File: src/rtl/core/ecd_pkg.sv
`default_nettype none
package ecd_pkg;
  localparam int MAX_VERTICES = 32;
  localparam int MAX_EDGES = 64;
  localparam int VW = $clog2(MAX_VERTICES);
  localparam int EW = $clog2(MAX_EDGES);
  localparam logic REG_DIRECTED = 1'b0;
  localparam logic REG_VCOUNT = 1'b1;
  typedef logic [VW-1:0] vertex_t;
  typedef logic [EW-1:0] edge_idx_t;
  typedef logic [5:0] count_t;
endpackage
`default_nettype wire

File: src/rtl/core/ecd_if.sv
`default_nettype none
interface ecd_edge_if;
  import ecd_pkg::*;
  logic valid;
  logic ready;
  vertex_t edge_source;
  vertex_t edge_target;
  logic last_edge;
  modport source (output valid, edge_source, edge_target, last_edge, input ready);
  modport sink (input valid, edge_source, edge_target, last_edge, output ready);
endinterface

interface ecd_result_if;
  import ecd_pkg::*;
  logic valid;
  logic ready;
  edge_idx_t edge_number;
  count_t in_count;
  count_t out_count;
  logic signed [15:0] degree_ratio;
  logic ratio_undefined;
  logic last_result;
  modport source (output valid, edge_number, in_count, out_count, degree_ratio,
                  ratio_undefined, last_result, input ready);
  modport sink (input valid, edge_number, in_count, out_count, degree_ratio,
                ratio_undefined, last_result, output ready);
endinterface
`default_nettype wire

File: src/rtl/core/edge_convergence_degree.sv
// Channel  | Direction | Request
// edges    | in        | one edge: source, target, last flag
// results  | out       | one edge result: counts, Q1.15 ratio, flags
// cfg      | in        | register write, index 0 directed, 1 vertex count
// Edges are taken while loading. The final edge starts the search: a counter
// clear over every loaded edge, then per root a clear of every vertex level and a
// seed step, then for each queued vertex a scan of every stored edge. Each result
// is then computed by a divider that gives one quotient bit per cycle, skipped
// when both counts are zero.
// Reset is synchronous; a stalled result holds the block until it is taken.
`default_nettype none
module edge_convergence_degree (
  input wire logic clk,
  input wire logic rst,
  ecd_edge_if.sink edges,
  ecd_result_if.source results,
  input wire logic cfg_write,
  input wire logic cfg_index,
  input wire logic [5:0] cfg_data
);
  import ecd_pkg::*;

  localparam logic [3:0] S_LOAD = 4'd0, S_CCLR = 4'd1, S_LCLR = 4'd2, S_ROOT = 4'd3,
    S_POP = 4'd4, S_QWAIT = 4'd5, S_LWAIT = 4'd6, S_EDGE = 4'd7, S_EWAIT = 4'd8,
    S_NBW = 4'd9, S_CNT = 4'd10, S_ORD = 4'd11, S_OWAIT = 4'd12, S_DIV = 4'd13,
    S_FIN = 4'd14, S_EMIT = 4'd15;

  logic [3:0] state;
  logic directed;
  logic [5:0] vcount;
  logic [EW:0] loaded, e, idx;
  logic [VW:0] head, tail, root, roots;
  logic pass;
  vertex_t a, nb;
  logic [5:0] nxt;
  logic to_in;

  logic [2*VW-1:0] edge_mem [MAX_EDGES];
  logic [2*VW-1:0] edge_q;
  logic [11:0] cnt_mem [MAX_EDGES];
  logic [11:0] cnt_q;
  logic [5:0] lvl_mem [MAX_VERTICES];
  logic [5:0] lvl_q;
  vertex_t q_mem [MAX_VERTICES];
  vertex_t q_q;

  logic edge_we, cnt_we, lvl_we, q_we;
  logic [11:0] cnt_wd;
  vertex_t lvl_wa, lvl_ra, q_wa;
  logic [5:0] lvl_wd;
  vertex_t q_wd;

  vertex_t ev_s, ev_t, ev_nb;
  logic ev_match, ev_in;

  count_t ic, oc;
  logic [6:0] den, rem;
  logic [20:0] quo;
  logic [4:0] dcnt;
  logic [7:0] trial;
  logic [15:0] ratio;
  logic [15:0] qsat;

  assign roots = (vcount > 6'(MAX_VERTICES)) ? (VW+1)'(MAX_VERTICES) : (VW+1)'(vcount);
  assign edges.ready = (state == S_LOAD);
  assign edge_we = edges.valid && edges.ready && (loaded < (EW+1)'(MAX_EDGES));

  assign ev_s = edge_q[2*VW-1:VW];
  assign ev_t = edge_q[VW-1:0];
  always_comb begin
    ev_match = 1'b0;
    ev_nb = ev_t;
    ev_in = 1'b1;
    if (directed) begin
      ev_in = !pass;
      ev_match = pass ? (ev_t == a) : (ev_s == a);
      ev_nb = pass ? ev_s : ev_t;
    end else begin
      if (ev_s == a) begin
        ev_match = 1'b1;
        ev_nb = ev_t;
      end else if (ev_t == a) begin
        ev_match = 1'b1;
        ev_nb = ev_s;
      end
      ev_in = (a < ev_nb);
    end
  end

  always_comb begin
    cnt_we = (state == S_CCLR) || (state == S_CNT);
    cnt_wd = '0;
    if (state == S_CNT) begin
      cnt_wd = cnt_q;
      if (to_in) cnt_wd[11:6] = cnt_q[11:6] + 6'd1;
      else cnt_wd[5:0] = cnt_q[5:0] + 6'd1;
    end
    lvl_we = 1'b0;
    lvl_wa = idx[VW-1:0];
    lvl_wd = '0;
    q_we = 1'b0;
    q_wa = '0;
    q_wd = root[VW-1:0];
    case (state)
      S_LCLR: lvl_we = 1'b1;
      S_ROOT: begin
        lvl_we = 1'b1;
        lvl_wa = root[VW-1:0];
        lvl_wd = 6'd1;
        q_we = 1'b1;
      end
      S_NBW: begin
        if (lvl_q == 6'd0) begin
          lvl_we = 1'b1;
          lvl_wa = nb;
          lvl_wd = nxt;
          q_we = (tail < (VW+1)'(MAX_VERTICES));
          q_wa = tail[VW-1:0];
          q_wd = nb;
        end
      end
      default: ;
    endcase
    lvl_ra = (state == S_QWAIT) ? q_q : ev_nb;
  end

  always_ff @(posedge clk) begin
    if (edge_we) edge_mem[loaded[EW-1:0]] <= {edges.edge_source, edges.edge_target};
    edge_q <= edge_mem[e[EW-1:0]];
    if (cnt_we) cnt_mem[(state == S_CCLR) ? idx[EW-1:0] : e[EW-1:0]] <= cnt_wd;
    cnt_q <= cnt_mem[e[EW-1:0]];
    if (lvl_we) lvl_mem[lvl_wa] <= lvl_wd;
    lvl_q <= lvl_mem[lvl_ra];
    if (q_we) q_mem[q_wa] <= q_wd;
    q_q <= q_mem[head[VW-1:0]];
  end

  assign trial = {rem, quo[20]};
  always_comb begin
    qsat = (quo > 21'd32767) ? 16'd32767 : quo[15:0];
    ratio = (directed && (ic < oc)) ? (16'd0 - qsat) : qsat;
  end

  always_ff @(posedge clk) begin
    if (rst) begin
      state <= S_LOAD;
      directed <= 1'b1;
      vcount <= 6'd32;
      loaded <= '0;
      results.valid <= 1'b0;
    end else begin
      if (cfg_write) begin
        if (cfg_index == REG_DIRECTED) directed <= cfg_data[0];
        else vcount <= cfg_data;
      end
      case (state)
        S_LOAD: begin
          if (edges.valid) begin
            if (edge_we) loaded <= loaded + 1'b1;
            if (edges.last_edge) begin
              idx <= '0;
              state <= S_CCLR;
            end
          end
        end
        S_CCLR: begin
          idx <= idx + 1'b1;
          if (idx + 1'b1 >= loaded) begin
            pass <= 1'b0;
            root <= '0;
            idx <= '0;
            e <= '0;
            state <= (roots == '0) ? S_ORD : S_LCLR;
          end
        end
        S_LCLR: begin
          idx <= idx + 1'b1;
          if (idx == (EW+1)'(MAX_VERTICES - 1)) state <= S_ROOT;
        end
        S_ROOT: begin
          head <= '0;
          tail <= (VW+1)'(1);
          state <= S_POP;
        end
        S_POP: begin
          idx <= '0;
          if (head != tail) state <= S_QWAIT;
          else if (root + 1'b1 < roots) begin
            root <= root + 1'b1;
            state <= S_LCLR;
          end else if (directed && !pass) begin
            pass <= 1'b1;
            root <= '0;
            state <= S_LCLR;
          end else begin
            e <= '0;
            state <= S_ORD;
          end
        end
        S_QWAIT: begin
          a <= q_q;
          head <= head + 1'b1;
          state <= S_LWAIT;
        end
        S_LWAIT: begin
          nxt <= lvl_q + 6'd1;
          e <= '0;
          state <= S_EDGE;
        end
        S_EDGE: state <= (e == loaded) ? S_POP : S_EWAIT;
        S_EWAIT: begin
          nb <= ev_nb;
          to_in <= ev_in;
          if (ev_match) state <= S_NBW;
          else begin
            e <= e + 1'b1;
            state <= S_EDGE;
          end
        end
        S_NBW: begin
          if (lvl_q == 6'd0) begin
            if (tail < (VW+1)'(MAX_VERTICES)) tail <= tail + 1'b1;
            state <= S_CNT;
          end else if (lvl_q == nxt) state <= S_CNT;
          else begin
            e <= e + 1'b1;
            state <= S_EDGE;
          end
        end
        S_CNT: begin
          e <= e + 1'b1;
          state <= S_EDGE;
        end
        S_ORD: state <= S_OWAIT;
        S_OWAIT: begin
          ic <= cnt_q[11:6];
          oc <= cnt_q[5:0];
          den <= {1'b0, cnt_q[11:6]} + {1'b0, cnt_q[5:0]};
          quo <= {((cnt_q[11:6] > cnt_q[5:0]) ? (cnt_q[11:6] - cnt_q[5:0])
                                              : (cnt_q[5:0] - cnt_q[11:6])), 15'd0};
          rem <= '0;
          dcnt <= '0;
          state <= S_DIV;
        end
        S_DIV: begin
          if (den == 7'd0) state <= S_FIN;
          else begin
            if (trial >= {1'b0, den}) begin
              rem <= 7'(trial - {1'b0, den});
              quo <= {quo[19:0], 1'b1};
            end else begin
              rem <= trial[6:0];
              quo <= {quo[19:0], 1'b0};
            end
            dcnt <= dcnt + 5'd1;
            if (dcnt == 5'd20) state <= S_FIN;
          end
        end
        S_FIN: begin
          results.valid <= 1'b1;
          results.edge_number <= e[EW-1:0];
          results.in_count <= ic;
          results.out_count <= oc;
          results.ratio_undefined <= (den == 7'd0);
          results.degree_ratio <= (den == 7'd0) ? 16'sd0 : $signed(ratio);
          results.last_result <= (e + 1'b1 == loaded);
          state <= S_EMIT;
        end
        S_EMIT: begin
          if (results.ready) begin
            results.valid <= 1'b0;
            if (e + 1'b1 == loaded) begin
              loaded <= '0;
              state <= S_LOAD;
            end else begin
              e <= e + 1'b1;
              state <= S_ORD;
            end
          end
        end
        default: state <= S_LOAD;
      endcase
    end
  end

  a_valid_emit: assert property (@(posedge clk) disable iff (rst)
    results.valid |-> (state == S_EMIT)) else $error("result valid outside emit");
  a_no_overlap: assert property (@(posedge clk) disable iff (rst)
    !(edges.ready && results.valid)) else $error("load while result pending");
  a_tail: assert property (@(posedge clk) disable iff (rst)
    (state == S_POP) |-> (head <= tail && tail <= (VW+1)'(MAX_VERTICES)))
    else $error("queue pointers out of order");
  a_loaded: assert property (@(posedge clk) disable iff (rst)
    loaded <= (EW+1)'(MAX_EDGES)) else $error("edge count overflow");
endmodule
`default_nettype wire
File: src/flat_wrapper.sv
// flat-port wrapper written by rule: the top's interface ports become plain ports
module edge_convergence_degree_flat import ecd_pkg::*;
  (clk, rst, cfg_write, cfg_index, cfg_data, edges_valid, edges_edge_source, edges_edge_target, edges_last_edge, edges_ready, results_valid, results_edge_number, results_in_count, results_out_count, results_degree_ratio, results_ratio_undefined, results_last_result, results_ready);
  ecd_edge_if edges_i ();
  ecd_result_if results_i ();
  input wire logic clk;
  input wire logic rst;
  input wire logic cfg_write;
  input wire logic cfg_index;
  input wire logic [5:0] cfg_data;
  input wire logic [$bits(edges_i.valid)-1:0] edges_valid;
  input wire logic [$bits(edges_i.edge_source)-1:0] edges_edge_source;
  input wire logic [$bits(edges_i.edge_target)-1:0] edges_edge_target;
  input wire logic [$bits(edges_i.last_edge)-1:0] edges_last_edge;
  output wire logic [$bits(edges_i.ready)-1:0] edges_ready;
  output wire logic [$bits(results_i.valid)-1:0] results_valid;
  output wire logic [$bits(results_i.edge_number)-1:0] results_edge_number;
  output wire logic [$bits(results_i.in_count)-1:0] results_in_count;
  output wire logic [$bits(results_i.out_count)-1:0] results_out_count;
  output wire logic [$bits(results_i.degree_ratio)-1:0] results_degree_ratio;
  output wire logic [$bits(results_i.ratio_undefined)-1:0] results_ratio_undefined;
  output wire logic [$bits(results_i.last_result)-1:0] results_last_result;
  input wire logic [$bits(results_i.ready)-1:0] results_ready;
  assign edges_i.valid = edges_valid;
  assign edges_i.edge_source = edges_edge_source;
  assign edges_i.edge_target = edges_edge_target;
  assign edges_i.last_edge = edges_last_edge;
  assign edges_ready = edges_i.ready;
  assign results_valid = results_i.valid;
  assign results_edge_number = results_i.edge_number;
  assign results_in_count = results_i.in_count;
  assign results_out_count = results_i.out_count;
  assign results_degree_ratio = results_i.degree_ratio;
  assign results_ratio_undefined = results_i.ratio_undefined;
  assign results_last_result = results_i.last_result;
  assign results_i.ready = results_ready;
  edge_convergence_degree u_core (.clk(clk), .rst(rst), .edges(edges_i), .results(results_i), .cfg_write(cfg_write), .cfg_index(cfg_index), .cfg_data(cfg_data));
endmodule
File: config.mk
export PLATFORM = sky130hd
export DESIGN_NAME = edge_convergence_degree_flat
export DESIGN_NICKNAME = d
export VERILOG_FILES = /design/src/rtl/core/ecd_pkg.sv /design/src/rtl/core/ecd_if.sv /design/src/rtl/core/edge_convergence_degree.sv /design/src/flat_wrapper.sv
export SDC_FILE = /design/constraint.sdc
export NUM_CORES = 2
export LEC_CHECK = 0
export BUFFER_PORTS_ARGS = -buffer_cell sky130_fd_sc_hd__clkbuf_2
export CAP_MARGIN = 40
export CORE_ASPECT_RATIO = 1.4
export CORE_MARGIN = 4
export CORE_UTILIZATION = 34
export CTS_CLUSTER_DIAMETER = 40
export DETAILED_ROUTE_END_ITERATION = 8
export GPL_TIMING_DRIVEN = 0
export HOLD_SLACK_MARGIN = 0.02
export SYNTH_ARGS = -nofsm -noshare
export SYNTH_HDL_FRONTEND = slang
export SYNTH_SLANG_ARGS = --single-unit
File: constraint.sdc
create_clock -name clk -period 15.3 [get_ports clk]
set_input_delay 0.765 -clock clk [delete_from_list [all_inputs] [get_ports clk]]
set_output_delay 0.765 -clock clk [all_outputs]
set_load 0.1 [all_outputs]
==> results list <==
- Routability cong.: 0.896
- Gates resized during post-CTS repair numbered 0.
* Clock net sink count: 1950
- The first global-routing pass estimated 294000 microns of wire.
* Worst min-delay path class: primary input to register
- Synthesized Nets: 3972
- The run finished with clean final reports.
- The final layout contains 4446 nets.
- Dividing total power by cell area gives a power density of 147 nW/um^2.
* Remaining routing DRC violations: 0
* Sort of element at the start of the critical path: register
- Setup violations remaining at the end of the flow were counted as 0.
- By area the synthesized netlist is led by sky130_fd_sc_hd__edfxtp_1 73%, sky130_fd_sc_hd__mux4_2 15%, sky130_fd_sc_hd__nor2_1 1.6%.
* Estimated wirelength of the detail-placed design: 150000 microns
* Sequential fraction of the synthesis area: 74.2%
* Post-synth design cell area: 78200 sq um
* Starting Density: 34.1%
* Max cap viols: 0
- Summed over all layers, the global routing overflow is 0.
* Tcrit/Tclk final: 27.7%
- In this run the worst path has a maximum fanout of 10.
- Number of nets still failing antenna checks after routing: 0
- The netlist uses 82 different library cells.
* Via count of the first global-routing pass: 41200
* Bufs on Longest Clock Path: 4
* Pin count of the biggest net entering global routing: 49
- Root buffer cell: sky130_fd_sc_hd__clkbuf_16
* Antenna violations before repair: 6
* Num CTS Buffers: 188
- The count of buffers added on input and output ports is 60.
- For this run, the share of the core covered by cells in the final layout is 39.7%.
* Number of rows created at floorplan: 208
* Post-cts hold buffer count: 0
- The floorplan step defined a core boundary enclosing 229000 sq um.
- H-tree level count: 4
* Count of state elements after synthesis: 1950
* Final routed wirelength across all metal layers: 203000 microns
* Data required time at the worst endpoint: 15.80 ns
- DIE HEIGHT: 575 microns
- Ys async rst share: 0%
- Achievable clock frequency: 0.236 GHz
- Clk Latency, worst-skew pair: 0.85 ns
- Most used flip-flop cell after synthesis: sky130_fd_sc_hd__edfxtp_1
* I/O pins: 61
- The max-slew violation total from the final report was 0.
* Summed negative setup slack over all endpoints: 0 ns
* Fraction of final layout cells with drive strength greater than 1: 26.4%
- Final Hold Viols: 0
- Slew at the pin closest to its max-slew limit: 0.920 ns
- Average vias per placed instance: 5.24
- Across all layers, the routed design uses 39600 vias.
* Clock tree from TritonCTS: yes
* Final worst path period need: 4.24 ns
* First drt pass iteration count: 6
- The clock arrives with 0.0808 ns of skew.
* Area delta synth->final: 16.4%
- Worst vdd rail ir drop: 0.0890 mV
- A synthesized cell averages 20.1 sq um.
- Counting flops with a built-in enable in the synthesized netlist gives 1898.
* Top-area cell type share of the netlist area: 72.9%
- Detailed router's first-iteration violation count: 3844
* Library cell occupying the most area in the post-synthesis netlist: sky130_fd_sc_hd__edfxtp_1
* Clock input transition at the sequential cells of the worst setup and hold paths: 0.07 ns
- Number of standard cells after synthesis: 3887
- Critical Path AT: 4.74 ns
- Setup crit end kind: register
- The worst pin sits at a relative slew slack of 38.7%.
- In this run the static leakage power is 29.8 nW.
* Unrepaired setup endpoints after global routing: no
- Dividing the detail-routed wire length by the instance count gives 26.9 microns.
* Chip width: 413 microns
- Number of synthesis warnings: 0
* Setup Crit Path Kind: register to register
- Full die area: 238000 sq um
- Post-CTS Setup Repair Bufs: 0
- Aggregate global-route resource usage: 16.9%
state kept, by name (all words and copies together), names as in the netlist, 7 cells and up:
name                         cells
u_core.cnt_q                    12
u_core.results.degree_ratio     16
u_core.loaded                    7
u_core.edge_mem                640
u_core.cnt_mem                 768
u_core.e                         7
u_core.q_mem                   160
u_core.edge_q                   10
u_core.den                       7
u_core.idx                       7
u_core.lvl_mem                 192
u_core.rem                       7
u_core.quo                      21
final timing paths:
kind | end | slack, ns | from | depth (start not counted)
hold / removal | u_core.vcount[3]$_SDFFE_PP0P_ | 0.22 | cfg_data[3] | 3
setup reg to reg | u_core.cnt_mem[19][4]$_DFFE_PP_ | 11.06 | u_core.state[3]$_SDFFE_PP0P_ | 7
setup / recovery | u_core.cnt_mem[19][4]$_DFFE_PP_ | 11.06 | u_core.state[3]$_SDFFE_PP0P_ | 7
hold reg to reg | u_core.results.out_count[4]$_DFFE_PP_ | 0.41 | u_core.oc[4]$_DFFE_PP_ | 0
metrics by stage:
stage / instances / area, sq um / hold WS (ns) / total power, mW / worst slack (ns)
after floorplan: 3887 / 78200 / 0.408 / 7.84 / 8.55
after global placement: 6992 / 82300 / 0.433 / 8.78 / 5.22
after detailed placement: 7215 / 85000 / 0.428 / 8.91 / 11.20
after CTS: 7546 / 91000 / 0.162 / 13.4 / 11.19
after global routing: 7548 / 91000 / 0.206 / 13.8 / 10.94
final: 7549 / 91000 / 0.225 / 13.3 / 11.06
worst max-delay path, cell delays in order, from the launching register on:
cell and delay, ns:
sky130_fd_sc_hd__dfxtp_1 0.32, sky130_fd_sc_hd__clkbuf_1 0.38, sky130_fd_sc_hd__clkbuf_1 0.43, sky130_fd_sc_hd__nand4_1 0.59, sky130_fd_sc_hd__o21ai_0 0.63, sky130_fd_sc_hd__nand2_1 0.53
sky130_fd_sc_hd__nor2_1 0.70, sky130_fd_sc_hd__buf_4 0.30
cell usage in the layout (no fill, tap or decap), types with 46 or more instances in the layout:
cell and instances:
sky130_fd_sc_hd__edfxtp_1 1898, sky130_fd_sc_hd__mux4_2 512, sky130_fd_sc_hd__buf_8 46, sky130_fd_sc_hd__xnor2_1 55
sky130_fd_sc_hd__mux2i_1 113, sky130_fd_sc_hd__dfxtp_1 52, sky130_fd_sc_hd__clkbuf_1 148, sky130_fd_sc_hd__buf_6 48
sky130_fd_sc_hd__nand3_1 63, sky130_fd_sc_hd__nor2_1 307, sky130_fd_sc_hd__inv_1 57, sky130_fd_sc_hd__o22ai_1 49
sky130_fd_sc_hd__nand2_1 100, sky130_fd_sc_hd__buf_4 106, sky130_fd_sc_hd__ha_1 58, sky130_fd_sc_hd__clkbuf_16 190
sky130_fd_sc_hd__clkbuf_2 60, sky130_fd_sc_hd__a21oi_1 49, sky130_fd_sc_hd__buf_2 52
per-layer routing:
layer / wire length, microns / vias to the layer above / global-route usage [%]
li1: - / 16900 / -
met1: 71500 / 20900 / 18.9
met2: 111000 / 1385 / 31.7
met3: 10500 / 411 / 2.64
met4: 9900 / 8 / 7.37
met5: 53 / - / 0
power by group:
group / switching [mW] / internal, mW / total, mW
Combinational: 1.62 / 1.06 / 2.67
Clock: 1.98 / 2.56 / 4.54
Sequential: 0.105 / 6.01 / 6.11
synth_stat cells, types with 7 or more instances:
cell,instances
sky130_fd_sc_hd__xnor2_1,55
sky130_fd_sc_hd__edfxtp_1,1898
sky130_fd_sc_hd__a21oi_1,49
sky130_fd_sc_hd__ha_1,58
sky130_fd_sc_hd__nand4_1,11
sky130_fd_sc_hd__clkbuf_1,104
sky130_fd_sc_hd__or3_1,10
sky130_fd_sc_hd__a31oi_1,7
sky130_fd_sc_hd__mux4_2,512
sky130_fd_sc_hd__and3_1,15
sky130_fd_sc_hd__a211oi_1,9
sky130_fd_sc_hd__o22ai_1,49
sky130_fd_sc_hd__o31ai_1,9
sky130_fd_sc_hd__nand2_1,100
sky130_fd_sc_hd__and2_1,26
sky130_fd_sc_hd__nor2b_1,14
sky130_fd_sc_hd__mux2_2,13
sky130_fd_sc_hd__nor3_1,32
sky130_fd_sc_hd__o21a_1,8
sky130_fd_sc_hd__nor2_1,330
sky130_fd_sc_hd__mux2i_1,113
sky130_fd_sc_hd__a21o_1,14
sky130_fd_sc_hd__buf_2,46
sky130_fd_sc_hd__or4_1,7
sky130_fd_sc_hd__buf_1,24
sky130_fd_sc_hd__xor2_1,36
sky130_fd_sc_hd__nand2b_1,13
sky130_fd_sc_hd__dfxtp_1,52
sky130_fd_sc_hd__inv_1,57
sky130_fd_sc_hd__nand3b_1,11
sky130_fd_sc_hd__o21ai_0,25
sky130_fd_sc_hd__nand3_1,63
sky130_fd_sc_hd__nor4_1,23
cell families (layout without fill, tap and decap cells):
group           after synthesis  in the layout  synth area share [%]
compound gates              218            218                  1.86
xor+xnor                     91             91                  1.02
buf+inv                     245            860                  1.39
flops                      1950           1950                  74.2
other cells                   0              2                     0
mux                         639            639                  16.4
simple gates                682            682                  4.07
fa+ha+maj                    62             62                  1.03
layout make-up:
type                    instances  area (sq um)
fillers                     20400        138000
diodes                          2          5.00
inverters                      58           218
clock buffers                 239          4990
repair buffers                284          2840
multi-input cells            1692         19200
clock inverters                92           945
plain buffers                 187           870
well taps                    3045          3810
flip-flops and latches       1950         58000
Power figures use the tool's default switching activity.
